==> config.mk <==
export PLATFORM = sky130hd
export DESIGN_NAME = i2c_master_transfer_sequencer_core
export DESIGN_NICKNAME = d
export VERILOG_FILES = /design/src/i2cmts_pkg.sv /design/src/i2c_master_transfer_sequencer_core.sv /design/src/i2cmts_fsm.sv /design/src/i2cmts_res_fifo.sv
export SDC_FILE = /design/constraint.sdc
export NUM_CORES = 1
export LEC_CHECK = 0
export BUFFER_PORTS_ARGS = -buffer_cell sky130_fd_sc_hd__buf_4
export CORE_ASPECT_RATIO = 1.5
export CORE_MARGIN = 3
export CORE_UTILIZATION = 54
export DETAILED_ROUTE_END_ITERATION = 16
export PLACE_DENSITY = 0.78
export SLEW_MARGIN = 20
export SYNTH_ARGS = -nofsm -noshare
export SYNTH_HDL_FRONTEND = slang
export SYNTH_SLANG_ARGS = --single-unit
==> constraint.sdc <==
create_clock -name clk -period 3.45 [get_ports clk]
set_input_delay 0.5175 -clock clk [delete_from_list [all_inputs] [get_ports clk]]
set_output_delay 0.5175 -clock clk [all_outputs]
set_load 0.01 [all_outputs]
==> src/i2cmts_pkg.sv <==
// Shared types and constants for the I2C master transfer sequencer.
// Depends on nothing; every other file in src uses it by scoped names.
package i2cmts_pkg;

	// Result queue depth default; must be at least two.
	localparam int unsigned ResDepth = 4;

	// Timeout register width and reset value.
	localparam int unsigned TimeoutW = 20;
	localparam logic [TimeoutW-1:0] TimeoutReset = 20'd200000;

	// Address byte masks for the direction bit.
	localparam logic [7:0] AddrWrMask = 8'hfe;
	localparam logic [7:0] AddrRdBit  = 8'h01;

	// Request kinds on the input channel.
	typedef enum logic [1:0] {
		REQ_BEGIN = 2'd0,
		REQ_BYTE  = 2'd1,
		REQ_EVENT = 2'd2,
		REQ_TICK  = 2'd3
	} req_t;

	// Transfer kinds.
	typedef enum logic [1:0] {
		KIND_WRITE = 2'd0,
		KIND_READ  = 2'd1,
		KIND_PROBE = 2'd2
	} kind_t;

	localparam logic [1:0] OpProbeAlias = 2'd3;

	// Engine status codes, renumbered densely.
	localparam logic [3:0] EvStart    = 4'd0;
	localparam logic [3:0] EvRstart   = 4'd1;
	localparam logic [3:0] EvSlawAck  = 4'd2;
	localparam logic [3:0] EvSlarAck  = 4'd3;
	localparam logic [3:0] EvDatawAck = 4'd4;
	localparam logic [3:0] EvDatarAck = 4'd5;
	localparam logic [3:0] EvDatarNak = 4'd6;
	localparam logic [3:0] EvOther    = 4'd7;
	localparam logic [3:0] EvStopDone = 4'd8;

	// Sequencer phases.
	typedef enum logic [3:0] {
		PH_IDLE   = 4'd0,
		PH_START  = 4'd1,
		PH_ADDR   = 4'd2,
		PH_NEEDB  = 4'd3,
		PH_DATW   = 4'd4,
		PH_RSTART = 4'd5,
		PH_RADDR  = 4'd6,
		PH_DATR   = 4'd7,
		PH_STOP   = 4'd8
	} phase_t;

	// Result actions.
	typedef enum logic [3:0] {
		ACT_START   = 4'd0,
		ACT_RSTART  = 4'd1,
		ACT_SEND    = 4'd2,
		ACT_NEED    = 4'd3,
		ACT_RACK    = 4'd4,
		ACT_RNACK   = 4'd5,
		ACT_DELIVER = 4'd6,
		ACT_STOP    = 4'd7,
		ACT_DONE    = 4'd8
	} action_t;

	// Input item.
	typedef struct packed {
		logic [1:0]  req_type;
		logic [1:0]  op;
		logic [7:0]  slave_addr;
		logic [7:0]  header_len;
		logic [15:0] data_len;
		logic [7:0]  tx_byte;
		logic [3:0]  event_code;
		logic [7:0]  rx_byte;
	} req_item_t;

	// Result item.
	typedef struct packed {
		logic [3:0] action;
		logic [7:0] out_byte;
		logic       status;
		logic       last;
	} res_item_t;

	// Results produced by one accepted item, handed to the queue.
	typedef struct packed {
		logic [1:0] n;
		res_item_t  r0;
		res_item_t  r1;
	} res_push_t;

endpackage

==> src/i2c_master_transfer_sequencer_core.sv <==
// Top level of the I2C master transfer sequencer.
// Instantiates i2cmts_fsm and i2cmts_res_fifo; uses i2cmts_pkg.
//
//  channel  | signals                       | direction | payload
//  ---------+-------------------------------+-----------+---------------------
//  request  | req_valid, req_ready, req     | in        | i2cmts_pkg::req_item_t
//  result   | res_valid, res_ready, res     | out       | i2cmts_pkg::res_item_t
//  config   | cfg_we, cfg_wdata             | in        | timeout_limit, 20 bit
//
// A request is handled in the cycle it is accepted; its zero, one or two results
// are visible on the result channel from the next cycle, one transfer per cycle
// while res_ready is high. req_ready is high while the result queue has room for
// two results, so one request per cycle is taken as long as results drain at the
// rate they arrive. A stalled result channel fills the queue and then holds off
// requests. Reset (arst_n low) returns to idle with the timeout limit at 200000.
module i2c_master_transfer_sequencer_core #(
	parameter int unsigned RES_DEPTH = i2cmts_pkg::ResDepth
) (
	input  logic                             clk,
	input  logic                             arst_n,
	input  logic                             req_valid,
	output logic                             req_ready,
	input  i2cmts_pkg::req_item_t            req,
	output logic                             res_valid,
	input  logic                             res_ready,
	output i2cmts_pkg::res_item_t            res,
	input  logic                             cfg_we,
	input  logic [i2cmts_pkg::TimeoutW-1:0]  cfg_wdata
);

	i2cmts_pkg::res_push_t push;
	logic                  accept;

	assign accept = req_valid && req_ready;

	// Sequencer
	i2cmts_fsm u_fsm (
		.clk       (clk),
		.arst_n    (arst_n),
		.accept    (accept),
		.req       (req),
		.cfg_we    (cfg_we),
		.cfg_wdata (cfg_wdata),
		.push      (push)
	);

	// Result queue
	i2cmts_res_fifo #(
		.DEPTH (RES_DEPTH)
	) u_fifo (
		.clk       (clk),
		.arst_n    (arst_n),
		.push      (push),
		.room      (req_ready),
		.res_valid (res_valid),
		.res_ready (res_ready),
		.res       (res)
	);

	// Once results are written, the queue offers a result next cycle
	a_push_shows: assert property (@(posedge clk) disable iff (!arst_n)
		(push.n != 2'd0) |=> res_valid)
		else $error("queued result not offered");

	// Only the final result of a pair is marked last
	a_pair_last: assert property (@(posedge clk) disable iff (!arst_n)
		(push.n == 2'd2) |-> (push.r1.last && !push.r0.last))
		else $error("last mark wrong on result pair");

	// A single result is always last
	a_single_last: assert property (@(posedge clk) disable iff (!arst_n)
		(push.n == 2'd1) |-> push.r0.last)
		else $error("single result not marked last");

	// Requests are held off only while results are waiting
	a_ready_full: assert property (@(posedge clk) disable iff (!arst_n)
		!req_ready |-> res_valid)
		else $error("request held off with empty queue");

endmodule

==> src/i2cmts_fsm.sv <==
// Transfer sequencer state machine: phase, counters and timeout register.
// Produces up to two results per accepted item. Uses i2cmts_pkg.
module i2cmts_fsm (
	input  logic                                clk,
	input  logic                                arst_n,
	input  logic                                accept,
	input  i2cmts_pkg::req_item_t               req,
	input  logic                                cfg_we,
	input  logic [i2cmts_pkg::TimeoutW-1:0]     cfg_wdata,
	output i2cmts_pkg::res_push_t               push
);

	i2cmts_pkg::phase_t phase_q, phase_d;
	i2cmts_pkg::kind_t  kind_q, kind_d;
	logic [7:0]  addr_q, addr_d;
	logic [7:0]  hdr_q, hdr_d;
	logic [15:0] data_q, data_d;
	logic        failed_q, failed_d;
	logic [i2cmts_pkg::TimeoutW-1:0] wait_q, wait_d;
	logic [i2cmts_pkg::TimeoutW-1:0] limit_q;

	logic [15:0] data_dec;
	logic        is_start;
	logic        wack_more;
	logic [3:0]  a0, a1;
	logic [7:0]  b0, b1;
	logic        s0;
	logic [1:0]  n;

	// State registers
	always_ff @(posedge clk or negedge arst_n) begin
		if (!arst_n) begin
			phase_q  <= i2cmts_pkg::PH_IDLE;
			kind_q   <= i2cmts_pkg::KIND_WRITE;
			addr_q   <= '0;
			hdr_q    <= '0;
			data_q   <= '0;
			failed_q <= 1'b0;
			wait_q   <= '0;
		end else if (accept) begin
			phase_q  <= phase_d;
			kind_q   <= kind_d;
			addr_q   <= addr_d;
			hdr_q    <= hdr_d;
			data_q   <= data_d;
			failed_q <= failed_d;
			wait_q   <= wait_d;
		end
	end

	// Timeout limit register
	always_ff @(posedge clk or negedge arst_n) begin
		if (!arst_n) begin
			limit_q <= i2cmts_pkg::TimeoutReset;
		end else if (cfg_we) begin
			limit_q <= cfg_wdata;
		end
	end

	assign data_dec  = data_q - 16'd1;
	assign is_start  = (req.event_code == i2cmts_pkg::EvStart) ||
	                   (req.event_code == i2cmts_pkg::EvRstart);
	// more bytes to request after a write-direction ack
	assign wack_more = (hdr_q != 8'd0) ||
	                   ((kind_q == i2cmts_pkg::KIND_WRITE) && (data_q != 16'd0));

	// Next state and results
	always_comb begin
		phase_d  = phase_q;
		kind_d   = kind_q;
		addr_d   = addr_q;
		hdr_d    = hdr_q;
		data_d   = data_q;
		failed_d = failed_q;
		wait_d   = wait_q;
		n  = 2'd0;
		a0 = i2cmts_pkg::ACT_START;
		b0 = 8'd0;
		s0 = 1'b0;
		a1 = i2cmts_pkg::ACT_START;
		b1 = 8'd0;
		unique case (i2cmts_pkg::req_t'(req.req_type))
			i2cmts_pkg::REQ_BEGIN: begin
				if (phase_q == i2cmts_pkg::PH_IDLE) begin
					kind_d   = (req.op == i2cmts_pkg::OpProbeAlias) ?
					           i2cmts_pkg::KIND_PROBE : i2cmts_pkg::kind_t'(req.op);
					addr_d   = req.slave_addr;
					hdr_d    = req.header_len;
					data_d   = req.data_len;
					failed_d = 1'b0;
					phase_d  = i2cmts_pkg::PH_START;
					wait_d   = '0;
					n  = 2'd1;
					a0 = i2cmts_pkg::ACT_START;
				end
			end
			i2cmts_pkg::REQ_BYTE: begin
				if (phase_q == i2cmts_pkg::PH_NEEDB) begin
					if (hdr_q != 8'd0) hdr_d = hdr_q - 8'd1;
					else data_d = data_dec;
					phase_d = i2cmts_pkg::PH_DATW;
					wait_d  = '0;
					n  = 2'd1;
					a0 = i2cmts_pkg::ACT_SEND;
					b0 = req.tx_byte;
				end
			end
			i2cmts_pkg::REQ_EVENT: begin
				// default outcome for any phase but idle and stop: fail and stop
				if (phase_q != i2cmts_pkg::PH_IDLE && phase_q != i2cmts_pkg::PH_STOP) begin
					failed_d = 1'b1;
					phase_d  = i2cmts_pkg::PH_STOP;
					wait_d   = '0;
					n  = 2'd1;
					a0 = i2cmts_pkg::ACT_STOP;
				end
				unique case (phase_q)
					i2cmts_pkg::PH_START: begin
						if (is_start) begin
							failed_d = failed_q;
							phase_d  = i2cmts_pkg::PH_ADDR;
							a0 = i2cmts_pkg::ACT_SEND;
							b0 = addr_q & i2cmts_pkg::AddrWrMask;
						end
					end
					i2cmts_pkg::PH_ADDR, i2cmts_pkg::PH_DATW: begin
						if ((phase_q == i2cmts_pkg::PH_ADDR &&
						     req.event_code == i2cmts_pkg::EvSlawAck) ||
						    (phase_q == i2cmts_pkg::PH_DATW &&
						     req.event_code == i2cmts_pkg::EvDatawAck)) begin
							failed_d = failed_q;
							if (phase_q == i2cmts_pkg::PH_ADDR &&
							    kind_q == i2cmts_pkg::KIND_PROBE) begin
								// probe: stop right after the address ack
								a0 = i2cmts_pkg::ACT_STOP;
							end else if (wack_more) begin
								phase_d = i2cmts_pkg::PH_NEEDB;
								a0 = i2cmts_pkg::ACT_NEED;
							end else if (kind_q == i2cmts_pkg::KIND_READ) begin
								phase_d = i2cmts_pkg::PH_RSTART;
								a0 = i2cmts_pkg::ACT_RSTART;
							end else begin
								a0 = i2cmts_pkg::ACT_STOP;
							end
						end
					end
					i2cmts_pkg::PH_RSTART: begin
						if (is_start) begin
							failed_d = failed_q;
							phase_d  = i2cmts_pkg::PH_RADDR;
							a0 = i2cmts_pkg::ACT_SEND;
							b0 = addr_q | i2cmts_pkg::AddrRdBit;
						end
					end
					i2cmts_pkg::PH_RADDR: begin
						if (req.event_code == i2cmts_pkg::EvSlarAck) begin
							failed_d = failed_q;
							if (data_q != 16'd0) begin
								phase_d = i2cmts_pkg::PH_DATR;
								a0 = (data_q > 16'd1) ? i2cmts_pkg::ACT_RACK :
								     i2cmts_pkg::ACT_RNACK;
							end else begin
								// empty read
								a0 = i2cmts_pkg::ACT_STOP;
							end
						end
					end
					i2cmts_pkg::PH_DATR: begin
						if (req.event_code == i2cmts_pkg::EvDatarAck ||
						    req.event_code == i2cmts_pkg::EvDatarNak) begin
							failed_d = failed_q;
							data_d   = data_dec;
							n  = 2'd2;
							a0 = i2cmts_pkg::ACT_DELIVER;
							b0 = req.rx_byte;
							if (data_dec != 16'd0) begin
								phase_d = i2cmts_pkg::PH_DATR;
								a1 = (data_dec > 16'd1) ? i2cmts_pkg::ACT_RACK :
								     i2cmts_pkg::ACT_RNACK;
							end else begin
								a1 = i2cmts_pkg::ACT_STOP;
							end
						end
					end
					i2cmts_pkg::PH_STOP: begin
						if (req.event_code == i2cmts_pkg::EvStopDone) begin
							phase_d = i2cmts_pkg::PH_IDLE;
							wait_d  = '0;
							n  = 2'd1;
							a0 = i2cmts_pkg::ACT_DONE;
							s0 = failed_q;
						end
					end
					default: begin
						// idle or waiting for a byte request: handled above
					end
				endcase
			end
			i2cmts_pkg::REQ_TICK: begin
				if (phase_q != i2cmts_pkg::PH_IDLE && phase_q != i2cmts_pkg::PH_NEEDB) begin
					if (wait_q < limit_q) begin
						wait_d = wait_q + 1'b1;
					end else if (phase_q == i2cmts_pkg::PH_STOP) begin
						phase_d = i2cmts_pkg::PH_IDLE;
						wait_d  = '0;
						n  = 2'd1;
						a0 = i2cmts_pkg::ACT_DONE;
						s0 = failed_q;
					end else begin
						failed_d = 1'b1;
						phase_d  = i2cmts_pkg::PH_STOP;
						wait_d   = '0;
						n  = 2'd1;
						a0 = i2cmts_pkg::ACT_STOP;
					end
				end
			end
		endcase
	end

	// Results go out only for an accepted item; last marks the final one
	always_comb begin
		push.n           = accept ? n : 2'd0;
		push.r0.action   = a0;
		push.r0.out_byte = b0;
		push.r0.status   = s0;
		push.r0.last     = (n == 2'd1);
		push.r1.action   = a1;
		push.r1.out_byte = b1;
		push.r1.status   = 1'b0;
		push.r1.last     = 1'b1;
	end

endmodule

==> src/i2cmts_res_fifo.sv <==
// Result queue: takes up to two results per cycle, hands out one per cycle while res_ready is high.
// Uses i2cmts_pkg for the result types.
module i2cmts_res_fifo #(
	parameter int unsigned DEPTH = i2cmts_pkg::ResDepth
) (
	input  logic                  clk,
	input  logic                  arst_n,
	input  i2cmts_pkg::res_push_t push,
	output logic                  room,
	output logic                  res_valid,
	input  logic                  res_ready,
	output i2cmts_pkg::res_item_t res
);

	localparam int unsigned PW = (DEPTH > 1) ? $clog2(DEPTH) : 1;
	localparam int unsigned CW = $clog2(DEPTH + 1);
	localparam logic [PW-1:0] PtrLast = PW'(DEPTH - 1);
	localparam logic [CW-1:0] RoomMax = CW'(DEPTH - 2);

	i2cmts_pkg::res_item_t mem_q [DEPTH];
	logic [PW-1:0] wr_ptr_q, rd_ptr_q, wr_ptr1, wr_ptr2;
	logic [CW-1:0] cnt_q;
	logic          pop;

	function automatic logic [PW-1:0] ptr_inc(input logic [PW-1:0] p);
		ptr_inc = (p == PtrLast) ? '0 : p + 1'b1;
	endfunction

	assign wr_ptr1   = ptr_inc(wr_ptr_q);
	assign wr_ptr2   = ptr_inc(wr_ptr1);
	assign res_valid = (cnt_q != '0);
	assign pop       = res_valid && res_ready;
	assign room      = (cnt_q <= RoomMax);
	assign res       = mem_q[rd_ptr_q];

	// Entry storage
	always_ff @(posedge clk) begin
		if (push.n != 2'd0) mem_q[wr_ptr_q] <= push.r0;
		if (push.n == 2'd2) mem_q[wr_ptr1] <= push.r1;
	end

	// Pointers and fill count
	always_ff @(posedge clk or negedge arst_n) begin
		if (!arst_n) begin
			wr_ptr_q <= '0;
			rd_ptr_q <= '0;
			cnt_q    <= '0;
		end else begin
			if (push.n == 2'd1) wr_ptr_q <= wr_ptr1;
			else if (push.n == 2'd2) wr_ptr_q <= wr_ptr2;
			if (pop) rd_ptr_q <= ptr_inc(rd_ptr_q);
			cnt_q <= cnt_q + CW'(push.n) - CW'(pop);
		end
	end

endmodule
==> qor.yml <==
sta:
  maxSlewHeadroom: 0.516
  maxSlewViolCount: 0
  finalCritPeriodShare: 0.954
  tns_ns: 0
  setup_ws_ns: 0.158
  skew_ns: 0.0104
  rsz0062_at_grt: "no"
  timing.fmax_ghz: 0.304
  worst_slew_pin_slew_ns: 0.727
  finalHoldViolCount: 0
  finalCriticalPeriod_ns: 3.29
  hold_ws_ns: 0.158
  final-setup-viol-count: 0
setup_path:
  cp_common_cell: "inv_1"
  critPathArrivalTime_ns: 3.48
  crit_path_top_delay_cell: "or4_4"
  crit_required_ns: 3.64
  crit_chain: "inv_1, ha_1, nand4_1, nor3_4, a311oi_2, a31oi_2, or4_4, nand3_4, ha_2, nor2b_1, nand2_1, inv_1, a21o_1"
  critPathKind: "flop to flop"
  worst-path-buf-inv: 2
  cpPeakStageDelay_ns: 0.56
  cpLargestDelayFamily: "simple AND/OR/NAND/NOR gates"
  crit_path_end_kind: "flop"
  cp_max_fo: 8
  critPathLaunchType: "flop"
route:
  drt-initial-drc-count: 430
  drt_pre_antenna_iters: 7
  drc_errors: 0
  routed_wirelength_um: 21800
  vias: 7705
  wl_per_cell_um: 16.9
  viasPerCell: 5.95
  ant_nets: 0
cts:
  cts_sinks: 141
  cts_root_buffer: "clkbuf_16"
  post_cts_buffers: 0
  clk_latency_ns: 0.43
  cts_buffer_depth: 2
  cts_buffers: 17
  cts_tree: "built"
  cts-htree-levels: 4
  path_clk_slew_ns: 0.06
final_layout:
  antenna_cells: 0
  fin_nets: 1208
  drive_gt1_frac: 0.224
  syn_to_final_growth_pct: 22.0
  final_cells: 1295
place:
  post-place-ws_ns: -0.0186
  dp_cells: 1263
  hpwl_um: 16200
  io_buffers: 95
  place.gp.congestion: 0.944
hold_path:
  hold_path.class: "input port to async pin"
yosys:
  synth_area_mm2: 0.00841
  synth_edf_count: 12
  synth.area.top_cells: "dfrtp_1, dfxtp_1, nand2_1"
  synth_seq_area_share: 0.401
  netlist_top_cells_count: "nand2_1, dfrtp_1, a21oi_1"
  syn_nets: 1092
  synth.most_common_cell: "nand2_1"
  yosys.area.top_type: "dfrtp_1"
  ys_warn_count: 0
  async_flop_share: 0.603
  ys.flop_type: "dfrtp_1"
  ys_types: 82
  ys_seq_elements: 141
  synthCells: 967
  yosysTopAreaCellShare: 0.235
  avgSynthCellArea_um2: 8.70
floorplanning:
  pin_count: 97
  design.core.area_mm2: 0.0152
  initial_core_util: 0.553
  dieArea_mm2: 0.0171
  die_height_um: 159
  die_w_um: 108
  fp-row-count: 55
power:
  vdd_drop_max_uv: 345
  power.leakage_uw: 0.00445
  p_per_area_mw_per_mm2: 610
  fin_total_pwr_uw: 6260
global_route:
  track_usage: 0.263
  grt_pass1_vias: 7692
  antenna_found_initial: 0
  grt-ovfl-total: 0
  grt_pass1_wl_um: 36000
  grt_max_degree: 57
run:
  drv_cap: 0
run_status:
  status: "finished, final reports clean"
## logic make-up (layout without fill, tap and decap cells)
logic type	count (synthesis)	in the layout	synth area share
adder cells (fa/ha/maj)	44	44	0.0663
buffers and inverters	102	231	0.0469
AO/OA/AOI/OAI	266	266	0.194
AND/OR/NAND/NOR	376	376	0.224
multiplexers	30	30	0.0582
flip-flops	141	141	0.401
XOR/XNOR	8	8	0.00922
## layout by cell type, fill, tap and decap left out, types with 6 or more instances in the layout
| cell type | count |
|---|---|
| or3_1 | 9 |
| nand2_1 | 155 |
| o21ai_1 | 39 |
| inv_1 | 51 |
| nor4_1 | 10 |
| and3_1 | 12 |
| nor2_1 | 52 |
| mux2_2 | 11 |
| ha_1 | 41 |
| clkbuf_16 | 19 |
| o21ai_0 | 56 |
| edfxtp_1 | 12 |
| a21oi_1 | 77 |
| nand3_1 | 24 |
| a21o_1 | 6 |
| and2_1 | 20 |
| dfstp_2 | 6 |
| a22o_1 | 6 |
| dfrtp_1 | 79 |
| buf_4 | 147 |
| o22ai_1 | 19 |
| nand2b_1 | 14 |
| a22oi_1 | 9 |
| nor2b_1 | 9 |
| nand4_1 | 16 |
| o31ai_1 | 6 |
| a31oi_1 | 11 |
| mux4_2 | 14 |
| nor3_1 | 14 |
| dfxtp_1 | 44 |
## repair_timing
action                                  in CTS  in global routing
resized for setup                            6                  8
pin swaps                                    0                  3
endpoints found under the setup margin      18                 43
hold buffers                                 0                  0
## layer usage
layer	part of all wire	track usage
met5	0	0
met1	0.37	0.289
met3	0.051	0.0472
met2	0.53	0.466
met4	0.050	0.148
## worst paths after layout
| kind | startpoint | depth (start not counted) | endpoint | slack [ns] |
|---|---|---|---|---|
| worst max register to register | u_fsm.limit_q[16] | 13 | u_fifo.mem_q[3][10] | 0.16 |
| worst min register to register | u_fifo.mem_q[3][2] | 2 | u_fifo.mem_q[3][2] | 0.46 |
| worst max-delay path | u_fsm.limit_q[16] | 13 | u_fifo.mem_q[3][10] | 0.16 |
| max in group asynchronous | arst_n | 2 | u_fsm.limit_q[8] | 2.55 |
| min in group clk | cfg_wdata[19] | 3 | u_fsm.limit_q[19] | 0.29 |
| worst min-delay path | arst_n | 1 | u_fsm.hdr_q[7] | 0.16 |
## registers in the layout, indices dropped and copies added (netlist names)
name / cells
u_fifo.wr_ptr_q: 2
u_fsm.wait_q: 20
u_fifo.cnt_q: 3
u_fsm.hdr_q: 8
u_fsm.kind_q: 2
u_fifo.rd_ptr_q: 2
u_fifo.mem_q: 56
u_fsm.phase_q: 4
u_fsm.addr_q: 7
u_fsm.data_q: 16
u_fsm.limit_q: 20
u_fsm.failed_q: 1
## stage by stage
step           instance area, µm²  utilization
2_1_floorplan                8420            -
3_3_place_gp                 9600        0.631
3_5_place_dp                 9600        0.631
4_1_cts                     10200        0.672
5_1_grt                     10300        0.675
6_report                    10300        0.675
## power by group
part	total, µW	switching (µW)	leakage (µW)	internal, µW
clock	1830	701	0.000303	1130
sequential	2310	355	0.00153	1950
combinational	2120	1140	0.00261	975
## cell type report
| cell class | count | area, µm² |
|---|---|---|
| clock buffer | 23 | 520 |
| clock inverter | 9 | 81.3 |
| fill | 1240 | 4950 |
| inverter | 51 | 191 |
| multi-input combinational | 724 | 4720 |
| sequential | 141 | 3380 |
| tap | 199 | 249 |
| timing repair buffer | 148 | 1120 |
Power figures use the tool's default switching activity.
